$ cat src/rtl/core/wat_pkg.sv
// ============================================================================
// wat_pkg: shared types and constants
// Widths, register indexes and the per-item control word for the
// sliding-window threshold counter.
// ============================================================================
package wat_pkg;

    // Configuration port
    localparam int CFG_IDX_BITS  = 1;
    localparam int CFG_DATA_BITS = 16;

    typedef logic [CFG_IDX_BITS-1:0] t_cfg_idx;

    localparam t_cfg_idx REG_WINDOW_LEN = t_cfg_idx'(0);
    localparam t_cfg_idx REG_THRESHOLD  = t_cfg_idx'(1);

    localparam int WLEN_BITS   = 7;
    localparam int THRESH_BITS = 16;

    localparam logic [WLEN_BITS-1:0]   WLEN_RESET   = WLEN_BITS'(3);
    localparam logic [THRESH_BITS-1:0] THRESH_RESET = THRESH_BITS'(4);

    // Running sum wraps modulo 2^SUM_BITS
    localparam int SUM_BITS = 22;
    localparam int HIT_BITS = 32;

    typedef logic [SUM_BITS-1:0] t_sum;
    typedef logic [SUM_BITS:0]   t_need;
    typedef logic [HIT_BITS-1:0] t_hits;

    // Any required sum at or above 2^SUM_BITS can never be met
    localparam t_need NEED_SAT = {1'b1, {SUM_BITS{1'b0}}};
    localparam t_hits HIT_MAX  = {HIT_BITS{1'b1}};

    // Control word that travels with an item through the sum pipeline
    typedef struct packed {
        logic  drop_old;  // subtract the sample leaving the window
        logic  win_full;  // a full window ends at this item
        logic  last;      // final element of the array
        t_need need;      // threshold * window length, saturated
    } t_item_ctl;

endpackage

$ cat src/rtl/core/wat_if.sv
// ============================================================================
// wat_if: stream and configuration interfaces
// Valid/ready channels for samples, results and register writes.
// ============================================================================
interface wat_sample_if #(
    parameter int SAMPLE_BITS = 16
);
    logic                   valid;
    logic                   ready;
    logic [SAMPLE_BITS-1:0] sample;
    logic                   last;

    modport source (output valid, output sample, output last, input ready);
    modport sink   (input valid, input sample, input last, output ready);
endinterface

interface wat_result_if;
    logic                 valid;
    logic                 ready;
    logic                 qualifies;
    wat_pkg::t_hits       hit_count;
    logic                 done_res;

    modport source (output valid, output qualifies, output hit_count, output done_res,
                    input ready);
    modport sink   (input valid, input qualifies, input hit_count, input done_res,
                    output ready);
endinterface

interface wat_cfg_if;
    logic                              valid;
    logic                              ready;
    wat_pkg::t_cfg_idx                 index;
    logic [wat_pkg::CFG_DATA_BITS-1:0] data;

    modport source (output valid, output index, output data, input ready);
    modport sink   (input valid, input index, input data, output ready);
endinterface

$ cat src/rtl/core/wat_cfg_regs.sv
// ============================================================================
// wat_cfg_regs: configuration registers
// Holds window length and threshold; writes are always taken.
// ============================================================================
module wat_cfg_regs (
    input  logic                                i_clk,
    input  logic                                i_rst_n,
    wat_cfg_if.sink                             i_cfg,
    output logic [wat_pkg::WLEN_BITS-1:0]       o_window_len,
    output logic [wat_pkg::THRESH_BITS-1:0]     o_threshold
);

    logic [wat_pkg::WLEN_BITS-1:0]   r_window_len;
    logic [wat_pkg::THRESH_BITS-1:0] r_threshold;

    assign i_cfg.ready = 1'b1;

    always_ff @(posedge i_clk) begin
        if (!i_rst_n) begin
            r_window_len <= wat_pkg::WLEN_RESET;
            r_threshold  <= wat_pkg::THRESH_RESET;
        end else if (i_cfg.valid) begin
            case (i_cfg.index)
                wat_pkg::REG_WINDOW_LEN: r_window_len <= i_cfg.data[wat_pkg::WLEN_BITS-1:0];
                wat_pkg::REG_THRESHOLD:  r_threshold  <= i_cfg.data[wat_pkg::THRESH_BITS-1:0];
                default: ;
            endcase
        end
    end

    assign o_window_len = r_window_len;
    assign o_threshold  = r_threshold;

endmodule

$ cat src/rtl/core/wat_ring_mem.sv
// ============================================================================
// wat_ring_mem: sample ring store
// One write port, one read port with registered data (read-first).
// ============================================================================
module wat_ring_mem #(
    parameter int DEPTH = 64,
    parameter int AW    = 6,
    parameter int DW    = 16
) (
    input  logic          i_clk,
    input  logic          i_wr_en,
    input  logic [AW-1:0] i_wr_addr,
    input  logic [DW-1:0] i_wr_data,
    input  logic          i_rd_en,
    input  logic [AW-1:0] i_rd_addr,
    output logic [DW-1:0] o_rd_data
);

    logic [DW-1:0] r_mem [DEPTH];
    logic [DW-1:0] r_rd_data;

    // Same-address read and write return the old entry
    always_ff @(posedge i_clk) begin
        if (i_wr_en) begin
            r_mem[i_wr_addr] <= i_wr_data;
        end
        if (i_rd_en) begin
            r_rd_data <= r_mem[i_rd_addr];
        end
    end

    assign o_rd_data = r_rd_data;

endmodule

$ cat src/rtl/core/wat_window_ctl.sv
// ============================================================================
// wat_window_ctl: window position tracking
// Write slot, fill level, leaving-sample address and required sum;
// holds the item in stage 1 until the accumulator takes it.
// ============================================================================
module wat_window_ctl #(
    parameter int WINDOW_MAX  = 64,
    parameter int SAMPLE_BITS = 16
) (
    input  logic                                i_clk,
    input  logic                                i_rst_n,
    wat_sample_if.sink                          i_in,
    input  logic [wat_pkg::WLEN_BITS-1:0]       i_window_len,
    input  logic [wat_pkg::THRESH_BITS-1:0]     i_threshold,
    input  logic                                i_s2_free,
    output logic                                o_accept,
    output logic [((WINDOW_MAX > 1) ? $clog2(WINDOW_MAX) : 1)-1:0] o_wr_addr,
    output logic [((WINDOW_MAX > 1) ? $clog2(WINDOW_MAX) : 1)-1:0] o_rd_addr,
    output logic                                o_s1_valid,
    output wat_pkg::t_item_ctl                  o_s1_ctl,
    output logic [SAMPLE_BITS-1:0]              o_s1_sample
);

    localparam int AW = (WINDOW_MAX > 1) ? $clog2(WINDOW_MAX) : 1;
    localparam int KW = $clog2(WINDOW_MAX + 1);
    localparam int PW = wat_pkg::THRESH_BITS + KW;

    logic [AW-1:0] r_slot, n_slot;
    logic [KW-1:0] r_fill, n_fill;
    logic          r_v1;
    wat_pkg::t_item_ctl     r_ctl1;
    logic [SAMPLE_BITS-1:0] r_sample1;

    logic [KW-1:0] k;
    logic [KW-1:0] fill_inc;
    logic [KW-1:0] old_pos;
    logic [PW-1:0] prod;
    wat_pkg::t_item_ctl ctl0;
    logic          accept;

    assign i_in.ready = !r_v1 || i_s2_free;
    assign accept     = i_in.valid && i_in.ready;

    always_comb begin
        // Effective window length: zero acts as one, clamp to store depth
        if (i_window_len == '0) begin
            k = KW'(1);
        end else if (32'(i_window_len) > WINDOW_MAX) begin
            k = KW'(WINDOW_MAX);
        end else begin
            k = KW'(i_window_len);
        end

        fill_inc = (r_fill < KW'(WINDOW_MAX)) ? (r_fill + KW'(1)) : r_fill;

        if (KW'(r_slot) >= k) begin
            old_pos = KW'(r_slot) - k;
        end else begin
            old_pos = KW'(r_slot) + KW'(WINDOW_MAX) - k;
        end

        prod = PW'(i_threshold) * PW'(k);

        ctl0.drop_old = (r_fill >= k);
        ctl0.win_full = (fill_inc >= k);
        ctl0.last     = i_in.last;
        ctl0.need     = (prod >= wat_pkg::NEED_SAT) ? wat_pkg::NEED_SAT
                                                    : wat_pkg::t_need'(prod);

        n_slot = (r_slot == AW'(WINDOW_MAX - 1)) ? '0 : (r_slot + AW'(1));
        n_fill = i_in.last ? '0 : fill_inc;
    end

    always_ff @(posedge i_clk) begin
        if (!i_rst_n) begin
            r_slot <= '0;
            r_fill <= '0;
            r_v1   <= 1'b0;
        end else begin
            if (accept) begin
                r_slot <= n_slot;
                r_fill <= n_fill;
                r_v1   <= 1'b1;
            end else if (i_s2_free) begin
                r_v1   <= 1'b0;
            end
        end
    end

    always_ff @(posedge i_clk) begin
        if (accept) begin
            r_ctl1    <= ctl0;
            r_sample1 <= i_in.sample;
        end
    end

    assign o_accept    = accept;
    assign o_wr_addr   = r_slot;
    assign o_rd_addr   = AW'(old_pos);
    assign o_s1_valid  = r_v1;
    assign o_s1_ctl    = r_ctl1;
    assign o_s1_sample = r_sample1;

    a_fill_bound: assert property (@(posedge i_clk) disable iff (!i_rst_n)
        r_fill <= KW'(WINDOW_MAX))
        else $error("fill level beyond store depth");

    a_fill_clear: assert property (@(posedge i_clk) disable iff (!i_rst_n)
        accept && i_in.last |=> r_fill == '0)
        else $error("fill level not cleared after last item");

    a_s1_hold: assert property (@(posedge i_clk) disable iff (!i_rst_n)
        r_v1 && !i_s2_free |=> r_v1 && $stable(r_ctl1))
        else $error("stalled item lost in stage 1");

endmodule

$ cat src/rtl/core/wat_accum.sv
// ============================================================================
// wat_accum: running sum, threshold compare and hit count
// Sum update in one stage, then compare and count into the result
// register.
// ============================================================================
module wat_accum #(
    parameter int SAMPLE_BITS = 16
) (
    input  logic                   i_clk,
    input  logic                   i_rst_n,
    input  logic                   i_s1_valid,
    input  wat_pkg::t_item_ctl     i_s1_ctl,
    input  logic [SAMPLE_BITS-1:0] i_s1_sample,
    input  logic [SAMPLE_BITS-1:0] i_old_sample,
    output logic                   o_s2_free,
    wat_result_if.source           o_out
);

    wat_pkg::t_sum      r_sum, n_sum;
    wat_pkg::t_sum      r_sum2;
    wat_pkg::t_item_ctl r_ctl2;
    logic               r_v2;
    wat_pkg::t_hits     r_hits, n_hits;
    logic               r_ov;
    logic               r_q;
    wat_pkg::t_hits     r_hits_o;
    logic               r_done;

    logic out_free;
    logic take1;
    logic take2;
    logic q2;

    assign out_free  = !r_ov || o_out.ready;
    assign o_s2_free = !r_v2 || out_free;
    assign take1     = i_s1_valid && o_s2_free;
    assign take2     = r_v2 && out_free;

    always_comb begin
        n_sum = r_sum + wat_pkg::t_sum'(i_s1_sample);
        if (i_s1_ctl.drop_old) begin
            n_sum = n_sum - wat_pkg::t_sum'(i_old_sample);
        end

        q2 = r_ctl2.win_full && ({1'b0, r_sum2} >= r_ctl2.need);
        n_hits = (q2 && (r_hits != wat_pkg::HIT_MAX)) ? (r_hits + 1'b1) : r_hits;
    end

    always_ff @(posedge i_clk) begin
        if (!i_rst_n) begin
            r_sum  <= '0;
            r_hits <= '0;
            r_v2   <= 1'b0;
            r_ov   <= 1'b0;
        end else begin
            if (take1) begin
                r_sum <= i_s1_ctl.last ? '0 : n_sum;
                r_v2  <= 1'b1;
            end else if (out_free) begin
                r_v2  <= 1'b0;
            end
            if (take2) begin
                r_hits <= r_ctl2.last ? '0 : n_hits;
                r_ov   <= 1'b1;
            end else if (o_out.ready) begin
                r_ov   <= 1'b0;
            end
        end
    end

    always_ff @(posedge i_clk) begin
        if (take1) begin
            r_sum2 <= n_sum;
            r_ctl2 <= i_s1_ctl;
        end
        if (take2) begin
            r_q      <= q2;
            r_hits_o <= n_hits;
            r_done   <= r_ctl2.last;
        end
    end

    assign o_out.valid     = r_ov;
    assign o_out.qualifies = r_q;
    assign o_out.hit_count = r_hits_o;
    assign o_out.done_res  = r_done;

    a_hit_nonzero: assert property (@(posedge i_clk) disable iff (!i_rst_n)
        r_ov && r_q |-> r_hits_o != '0)
        else $error("qualifying result with zero hit count");

    a_hits_clear: assert property (@(posedge i_clk) disable iff (!i_rst_n)
        take2 && r_ctl2.last |=> r_hits == '0)
        else $error("hit count not cleared after last item");

    a_sum_clear: assert property (@(posedge i_clk) disable iff (!i_rst_n)
        take1 && i_s1_ctl.last |=> r_sum == '0)
        else $error("running sum not cleared after last item");

endmodule

$ cat src/rtl/core/window_average_threshold_counter.sv
// ============================================================================
// window_average_threshold_counter: sliding-window sum threshold counter
// Path: stage-1 register, sum register, then the result register on o_out.
// Throughput: one item per cycle while o_out is ready; the ring store reads
//   the leaving sample at accept, then the sum updates, then compare and count.
// Reset: clears fill level, write slot, sum, hit count and the pipeline;
//   registers return to window_len 3, threshold 4. No store clearing pass.
// ============================================================================
module window_average_threshold_counter #(
    parameter int WINDOW_MAX  = 64,
    parameter int SAMPLE_BITS = 16
) (
    input  logic          i_clk,
    input  logic          i_rst_n,
    wat_sample_if.sink    i_in,
    wat_result_if.source  o_out,
    wat_cfg_if.sink       i_cfg
);

    localparam int AW = (WINDOW_MAX > 1) ? $clog2(WINDOW_MAX) : 1;

    // Configuration; the user must write it only while the pipeline is empty, the block does not enforce this
    logic [wat_pkg::WLEN_BITS-1:0]   window_len;
    logic [wat_pkg::THRESH_BITS-1:0] threshold;

    // Store access issued by the window tracker at accept time
    logic                   accept;
    logic [AW-1:0]          wr_addr;
    logic [AW-1:0]          rd_addr;
    logic [SAMPLE_BITS-1:0] old_sample;

    // Stage-1 item handed to the accumulator
    logic                   s1_valid;
    wat_pkg::t_item_ctl     s1_ctl;
    logic [SAMPLE_BITS-1:0] s1_sample;
    logic                   s2_free;

    wat_cfg_regs u_cfg (
        .i_clk        (i_clk),
        .i_rst_n      (i_rst_n),
        .i_cfg        (i_cfg),
        .o_window_len (window_len),
        .o_threshold  (threshold)
    );

    // Tracks where the window sits in the ring: the new sample goes to the
    // write slot, the leaving one is the effective window length behind it. The
    // leaving sample is only used when it was written earlier in this array.
    wat_window_ctl #(
        .WINDOW_MAX  (WINDOW_MAX),
        .SAMPLE_BITS (SAMPLE_BITS)
    ) u_ctl (
        .i_clk        (i_clk),
        .i_rst_n      (i_rst_n),
        .i_in         (i_in),
        .i_window_len (window_len),
        .i_threshold  (threshold),
        .i_s2_free    (s2_free),
        .o_accept     (accept),
        .o_wr_addr    (wr_addr),
        .o_rd_addr    (rd_addr),
        .o_s1_valid   (s1_valid),
        .o_s1_ctl     (s1_ctl),
        .o_s1_sample  (s1_sample)
    );

    // Read and write share the accept cycle. With a full-depth window the
    // leaving entry is the one being overwritten; read-first returns the
    // old sample, so no forwarding is needed.
    wat_ring_mem #(
        .DEPTH (WINDOW_MAX),
        .AW    (AW),
        .DW    (SAMPLE_BITS)
    ) u_ring (
        .i_clk     (i_clk),
        .i_wr_en   (accept),
        .i_wr_addr (wr_addr),
        .i_wr_data (i_in.sample),
        .i_rd_en   (accept),
        .i_rd_addr (rd_addr),
        .o_rd_data (old_sample)
    );

    // Running sum, threshold compare, saturating hit count, result register
    wat_accum #(
        .SAMPLE_BITS (SAMPLE_BITS)
    ) u_accum (
        .i_clk        (i_clk),
        .i_rst_n      (i_rst_n),
        .i_s1_valid   (s1_valid),
        .i_s1_ctl     (s1_ctl),
        .i_s1_sample  (s1_sample),
        .i_old_sample (old_sample),
        .o_s2_free    (s2_free),
        .o_out        (o_out)
    );

endmodule
$ cat src/flat_wrapper.sv
// flat-port wrapper written by rule: the top's interface ports become plain ports
module window_average_threshold_counter_flat 
#(
    parameter int WINDOW_MAX  = 64,
    parameter int SAMPLE_BITS = 16
)
  (i_clk, i_rst_n, i_in_valid, i_in_sample, i_in_last, i_in_ready, o_out_valid, o_out_qualifies, o_out_hit_count, o_out_done_res, o_out_ready, i_cfg_valid, i_cfg_index, i_cfg_data, i_cfg_ready);
  wat_sample_if #(.SAMPLE_BITS(SAMPLE_BITS)) i_in_i ();
  wat_result_if o_out_i ();
  wat_cfg_if i_cfg_i ();
  input  logic i_clk;
  input  logic i_rst_n;
  input wire logic [$bits(i_in_i.valid)-1:0] i_in_valid;
  input wire logic [$bits(i_in_i.sample)-1:0] i_in_sample;
  input wire logic [$bits(i_in_i.last)-1:0] i_in_last;
  output wire logic [$bits(i_in_i.ready)-1:0] i_in_ready;
  output wire logic [$bits(o_out_i.valid)-1:0] o_out_valid;
  output wire logic [$bits(o_out_i.qualifies)-1:0] o_out_qualifies;
  output wire logic [$bits(o_out_i.hit_count)-1:0] o_out_hit_count;
  output wire logic [$bits(o_out_i.done_res)-1:0] o_out_done_res;
  input wire logic [$bits(o_out_i.ready)-1:0] o_out_ready;
  input wire logic [$bits(i_cfg_i.valid)-1:0] i_cfg_valid;
  input wire logic [$bits(i_cfg_i.index)-1:0] i_cfg_index;
  input wire logic [$bits(i_cfg_i.data)-1:0] i_cfg_data;
  output wire logic [$bits(i_cfg_i.ready)-1:0] i_cfg_ready;
  assign i_in_i.valid = i_in_valid;
  assign i_in_i.sample = i_in_sample;
  assign i_in_i.last = i_in_last;
  assign i_in_ready = i_in_i.ready;
  assign o_out_valid = o_out_i.valid;
  assign o_out_qualifies = o_out_i.qualifies;
  assign o_out_hit_count = o_out_i.hit_count;
  assign o_out_done_res = o_out_i.done_res;
  assign o_out_i.ready = o_out_ready;
  assign i_cfg_i.valid = i_cfg_valid;
  assign i_cfg_i.index = i_cfg_index;
  assign i_cfg_i.data = i_cfg_data;
  assign i_cfg_ready = i_cfg_i.ready;
  window_average_threshold_counter #(.WINDOW_MAX(WINDOW_MAX), .SAMPLE_BITS(SAMPLE_BITS)) u_core (.i_clk(i_clk), .i_rst_n(i_rst_n), .i_in(i_in_i), .o_out(o_out_i), .i_cfg(i_cfg_i));
endmodule
$ cat config.mk
export PLATFORM = sky130hd
export DESIGN_NAME = window_average_threshold_counter_flat
export DESIGN_NICKNAME = d
export VERILOG_FILES = /design/src/rtl/core/wat_pkg.sv /design/src/rtl/core/wat_if.sv /design/src/rtl/core/wat_cfg_regs.sv /design/src/rtl/core/wat_ring_mem.sv /design/src/rtl/core/wat_window_ctl.sv /design/src/rtl/core/wat_accum.sv /design/src/rtl/core/window_average_threshold_counter.sv /design/src/flat_wrapper.sv
export SDC_FILE = /design/constraint.sdc
export NUM_CORES = 1
export LEC_CHECK = 0
export BUFFER_PORTS_ARGS = -buffer_cell sky130_fd_sc_hd__buf_2
export CELL_PAD_IN_SITES_DETAIL_PLACEMENT = 1
export CELL_PAD_IN_SITES_GLOBAL_PLACEMENT = 1
export CORE_ASPECT_RATIO = 0.6
export CORE_UTILIZATION = 27
export CTS_BUF_LIST = sky130_fd_sc_hd__clkbuf_4 sky130_fd_sc_hd__clkbuf_8
export DETAILED_ROUTE_END_ITERATION = 6
export GPL_TIMING_DRIVEN = 0
export PLACE_DENSITY = 0.47
export RECOVER_POWER = 50
export SETUP_SLACK_MARGIN = 0.4
export SKIP_CTS_REPAIR_TIMING = 1
export SLEW_MARGIN = 20
export SYNTH_ARGS = -nofsm -noshare
export SYNTH_HDL_FRONTEND = slang
export SYNTH_SLANG_ARGS = --single-unit
$ cat constraint.sdc
create_clock -name i_clk -period 5.7 [get_ports i_clk]
set_input_delay 0.285 -clock i_clk [delete_from_list [all_inputs] [get_ports i_clk]]
set_output_delay 0.285 -clock i_clk [all_outputs]
set_load 0.005 [all_outputs]
==> impl_metrics.ini, run 1 <==
[drt]
drc = 0
routedWlPerCell_microns = 26.1
firstDrtPassIters = 5
drtIter0Drc = 2885
finalWirelength_microns = 167000
via_per_inst = 4.82
drtAntennaViolNets = 0
vias = 30700

[synth]
yosysSeqAreaShare = 0.675
synth_common_cells = edfxtp_1 (1163), mux4_2 (320), nor2_1 (161)
synthArstFlopShare = 0
ys_warn_count = 0
yosys.area.top_type = edfxtp_1
yosys-top-cells-area = edfxtp_1 (64%), mux4_2 (13%), dfxtp_1 (3.4%)
syn_area_sq_um = 54500
synth-seq-cells = 1256
synth_most_common_cell = edfxtp_1
synth_edf_count = 1163
synth_cells = 3133
ys_types = 85
synth_top_area_frac = 0.641
synth.net_count = 3361
syn_area_per_cell_sq_um = 17.4
synthFlopType = edfxtp_1

[timing]
tightest_slew_ns = 3.59
timing.final.crit_share = 0.981
finalSetupTns_ns = 0
finalHoldViolCount = 0
drv_slew = 961
rsz0062_at_grt = true
finalClockSkew_ns = 0.0680
max_slew_margin = -1.39
setup_viol = 0
fin_crit_ns = 5.59
setup_slack_ns = 0.108
fmax_mhz = 179

[cells_and_area]
seq_area_sq_um = 36800
final_util = 0.321
fillerInstances = 20600
drive_above_1_share = 0.254
synthToLayoutAreaGrowth_pct = 17.8
layout.cells.non_filler = 6373
multi_input_area_sq_um = 17100
final_nets = 3797

[power]
p_comb_frac = 0.193
seqPwrFrac = 0.463
ir_drop_uv = 175
p_clk_frac = 0.344
p_int_mw = 16.0
power.leakage_nw = 21.4
sw_frac_of_total = 0.287
p_sw_mw = 6.44
powerDensity_nw_per_um2 = 349

[placed_design]
hpwl_microns = 116000
gp_congestion = 0.795
place_inst = 5916
pre_cts_ws_ns = -1.56
port_buffers = 73

[cts]
cts_root_buf = clkbuf_8
clockBufferDepth = 4
clk_latency_ns = 0.92
cts_buffers = 201
cts-htree-levels = 4
path_clk_slew_ns = 0.06
cts_tree = built
cts_sinks = 1256

[min_path]
hold_path_class = in -> reg

[run]
cap_viol_max_count = 20

[global_route]
grt_pass1_vias = 30900
grt_overflow_total = 0
track_usage = 0.161
antenna_found_initial = 27
grt_start_max_net_pins = 66
grt_pass1_wl_microns = 235000

[critical_path]
criticalPathCategory = reg -> reg
end_kind = register
cp-start-kind = register
required_ns = 6.31
path_max_fanout = 7
worstPathArrival_ns = 6.20

[outcome]
violations = max-capacitance violations, max-slew violations
status = finished with violations

[floorplan]
start_util = 0.272
die_h_microns = 350
rows = 127
die_area_sq_um = 204000
ios = 76
die_w_microns = 582
core_sq_um = 200000
## cell usage in the layout, fill, tap and decap left out, types with 21 or more instances in the layout
cell type,instances
a211oi_1,21
a21o_1,27
a21oi_1,121
and2_1,85
buf_2,62
buf_4,33
buf_6,47
clkbuf_1,125
clkbuf_4,82
clkbuf_8,206
clkinv_1,57
dfxtp_1,92
dlygate4sd3_1,57
edfxtp_1,1163
fa_1,72
ha_1,112
inv_1,146
mux4_2,320
nand2_1,152
nand3_1,39
nor2_1,96
nor2_2,43
nor2_4,23
nor2b_1,29
o21ai_0,38
xnor2_1,57
xor2_1,37
## registers in the layout (all words and copies together), names as in the netlist
signal / cells
u_core.u_accum.r_ctl2: 25
u_core.u_ctl.o_s1_valid: 1
u_core.u_cfg.o_window_len: 7
u_core.u_ring.o_rd_data: 16
u_core.u_accum.r_sum: 22
u_core.u_accum.r_sum2: 22
u_core.u_accum.o_out.valid: 1
u_core.u_accum.o_out.qualifies: 1
u_core.u_ring.r_mem: 1024
u_core.u_accum.r_v2: 1
u_core.u_ctl.o_wr_addr: 6
u_core.u_ctl.r_fill: 7
u_core.u_accum.r_hits: 32
u_core.u_ctl.o_s1_sample: 16
u_core.u_cfg.o_threshold: 16
u_core.u_accum.o_out.done_res: 1
u_core.u_accum.o_out.hit_count: 32
u_core.u_ctl.o_s1_ctl: 26
## worst max-delay path, cell delays in order, from the launching register on
cell,delay [ns]
dfxtp_4,0.47
nor2b_4,0.07
buf_12,0.14
buf_8,0.13
and2_1,0.17
fa_1,0.53
fa_1,0.44
fa_1,0.50
inv_1,0.05
fa_1,0.47
inv_1,0.06
ha_4,0.19
nor4_2,0.28
o21ai_2,0.13
a221o_1,0.41
a31oi_4,0.25
o21ai_4,0.09
o41ai_4,0.35
xnor2_2,0.18
buf_12,0.17
buf_8,0.12
nor2_1,0.05
## routing by layer
metal	GRT usage	vias to the layer above	wire [microns]
met3	0.0464	199	13400
met4	0.0333	0	2740
met1	0.269	16400	89300
met2	0.196	894	61000
met5	0	-	0
li1	-	13200	-
## worst paths after layout
check	cells after the start	to	slack (ns)	from
max	21	u_core.u_ctl.o_s1_ctl[18]	0.11	u_core.u_cfg.o_window_len[6]
min	4	u_core.u_cfg.o_threshold[2]	0.19	i_cfg_data[2]
max reg2reg	21	u_core.u_ctl.o_s1_ctl[18]	0.11	u_core.u_cfg.o_window_len[6]
min reg2reg	0	u_core.u_accum.r_ctl2[15]	0.37	u_core.u_ctl.o_s1_ctl[15]
## power by group through the flow
stage                     Combinational (mW)  Sequential [mW]  Clock, mW
after detailed placement                4.28             10.6          0
after global routing                    4.65             10.4       8.35
after CTS                               4.30             10.4       8.00
after global placement                  4.21             10.6          0
final                                   4.34             10.4       7.72
after floorplan                         2.52             10.5          0
## through the flow
stage          power [mW]  hold slack, ns  area [sq um]
3_5_place_dp         14.8           0.406         59500
5_1_grt              23.4           0.122         64200
2_1_floorplan        13.0           0.384         54500
6_report             22.4           0.187         64200
4_1_cts              22.7          -0.498         63300
3_3_place_gp         14.8           0.404         58200
## layout make-up
class / count / area share
flip-flops and latches: 1256 / 0.573
inverters: 152 / 0.00889
clock inverters: 78 / 0.00676
plain buffers: 142 / 0.0119
multi-input cells: 1583 / 0.266
clock buffers: 277 / 0.0525
diodes: 8 / 0.000312
well taps: 2644 / 0.0515
repair buffers: 233 / 0.0289
## cell families (layout without fill, tap and decap cells)
logic type / Yosys count / after routing / synth area share
multiplexers: 351 / 351 / 0.138
buffers and inverters: 294 / 882 / 0.0215
adder cells (fa/ha/maj): 189 / 189 / 0.0533
flip-flops: 1256 / 1256 / 0.675
AND/OR/NAND/NOR: 610 / 610 / 0.0567
XOR/XNOR: 97 / 97 / 0.0157
AO/OA/AOI/OAI: 335 / 335 / 0.0395
other: 1 / 9 / 0.0000688
(Power assumes the default switching activity.)
==> run 2, diff against run 1 <==
--- a/config.mk
+++ b/config.mk
@@ -8,7 +8,7 @@
 export BUFFER_PORTS_ARGS = -buffer_cell sky130_fd_sc_hd__buf_2
 export CELL_PAD_IN_SITES_DETAIL_PLACEMENT = 1
 export CELL_PAD_IN_SITES_GLOBAL_PLACEMENT = 1
-export CORE_ASPECT_RATIO = 0.6
+export CORE_ASPECT_RATIO = 1.1
 export CORE_UTILIZATION = 27
 export CTS_BUF_LIST = sky130_fd_sc_hd__clkbuf_4 sky130_fd_sc_hd__clkbuf_8
 export DETAILED_ROUTE_END_ITERATION = 6
==> impl_metrics.ini, run 2 (synthesis results as in run 1) <==
[outcome]
status = finished with violations
violations = max-capacitance violations, max-slew violations

[global_route]
grt_pass1_wl_microns = 223000
track_usage = 0.150
grt_overflow_total = 0
grt_start_max_net_pins = 66
antenna_found_initial = 6
grt_pass1_vias = 31500

[timing]
finalHoldViolCount = 0
tightest_slew_ns = 3.85
drv_slew = 1030
finalSetupTns_ns = 0
fin_crit_ns = 5.52
fmax_mhz = 181
max_slew_margin = -1.57
holdWs_ns = 0.162
rsz0062_at_grt = true
setup_viol = 0
finalClockSkew_ns = 0.0484
timing.final.crit_share = 0.969

[floorplan]
die_area_sq_um = 204000
die_w_microns = 430
start_util = 0.272
core_sq_um = 200000
die_h_microns = 473
ios = 76
rows = 172

[placed_design]
place_inst = 5873
port_buffers = 73
hpwl_microns = 105000
placed_cell_area_sq_um = 59300
gp_congestion = 0.774

[critical_path]
r2r-end = u_core.u_ctl.o_s1_ctl[15]
path_max_fanout = 8
criticalPathCategory = reg -> reg
worstPathArrival_ns = 6.26
end_kind = register
r2r_slack_ns = 0.18
ff2ff_path_depth = 20
cp-start-kind = register
reg2reg_from = u_core.u_cfg.o_window_len[6]
required_ns = 6.44

[drt]
drtAntennaViolNets = 0
via_per_inst = 4.64
vias = 29400
finalWirelength_microns = 154000
drtIter0Drc = 1657
routedWlPerCell_microns = 24.2
drc = 0
firstDrtPassIters = 5

[cts]
path_clk_slew_ns = 0.06
cts_buffers = 217
cts_root_buf = clkbuf_8
clk_latency_ns = 0.94
cts_sinks = 1256
clockBufferDepth = 3
cts-htree-levels = 4
cts_tree = built

[run]
cap_viol_max_count = 20

[cells_and_area]
layout.cells.non_filler = 6338
final_common_cell = edfxtp_1
drive_above_1_share = 0.267
final_nets = 3783
design_area_sq_um = 64400
final_util = 0.322
fillerInstances = 20600
synthToLayoutAreaGrowth_pct = 18.2
final_cell_mix = edfxtp_1 (1163), mux4_2 (320), clkbuf_8 (225)
largest_reg_flops = 1024
top_register = u_core.u_ring.r_mem

[power]
powerDensity_nw_per_um2 = 351
ir_drop_uv = 229
power.leakage_nw = 21.5

[min_path]
worstHoldPathCells = 4
holdPathEnd = u_core.u_cfg.o_threshold[2]
hold_path_class = in -> reg
holdCritStartpoint = i_cfg_data[2]
-- run 2: worst max path at each step --
stage                     slack, ns                    startpoint                         end  depth (start not counted)
after detailed placement      -1.54  u_core.u_cfg.o_window_len[1]  u_core.u_ring.o_rd_data[7]                         14
after global placement        -2.68    u_core.u_accum.o_out.valid  u_core.u_ring.r_mem[29][9]                          8
after global routing         -0.001  u_core.u_cfg.o_window_len[6]   u_core.u_ctl.o_s1_ctl[21]                         20
after CTS                     -1.53  u_core.u_cfg.o_window_len[1]  u_core.u_ring.o_rd_data[7]                         14
final                          0.18  u_core.u_cfg.o_window_len[6]   u_core.u_ctl.o_s1_ctl[15]                         20
after floorplan                0.41  u_core.u_cfg.o_window_len[6]    u_core.u_ctl.o_s1_ctl[0]                         20
-- run 2: area by class of cell --
type	count	area (sq um)	share of cell area
Clock inverter	83	574	0.00891
Timing Repair Buffer	203	1660	0.0258
Tap cell	2610	3270	0.0507
Multi-Input combinational cell	1583	17100	0.266
Buffer	142	754	0.0117
Inverter	152	571	0.00885
Sequential cell	1256	36800	0.571
Clock buffer	303	3680	0.0571
Antenna cell	6	15.0	0.000233
-- run 2: critical path: stages, from the launching register on --
cell	delay, ns
dfxtp_4	0.47
nor2b_4	0.07
buf_8	0.14
buf_4	0.13
and2_1	0.16
fa_1	0.49
fa_1	0.50
fa_1	0.50
inv_1	0.05
fa_1	0.47
inv_1	0.07
ha_4	0.18
nor4_4	0.26
o21ai_2	0.10
a221o_1	0.41
a31oi_4	0.21
o21ai_4	0.09
o41ai_4	0.43
xnor2_4	0.22
buf_4	0.20
a31oi_4	0.20
-- run 2: layer usage --
layer,GRT usage,vias to the layer above,share of wire
met5,0,-,0.000085
met4,0.0410,2,0.023
met1,0.194,15500,0.44
li1,-,13200,-
met2,0.258,517,0.50
met3,0.0238,204,0.031
-- run 2: stage by stage --
stage,setup WS [ns],power [mW]
CTS,-1.53,22.9
finish,0.179,22.6
detailed placement,-1.54,14.7
global placement,-2.68,14.7
global route,-0.00141,23.6
floorplan,0.413,13.0
-- run 2: where the power goes --
group | internal, mW | switching [mW] | total (mW) | leakage (nW)
Combinational | 1.72 | 2.43 | 4.15 | 7.97
Clock | 4.25 | 3.85 | 8.11 | 2.25
Sequential | 10.3 | 0.0813 | 10.4 | 11.3
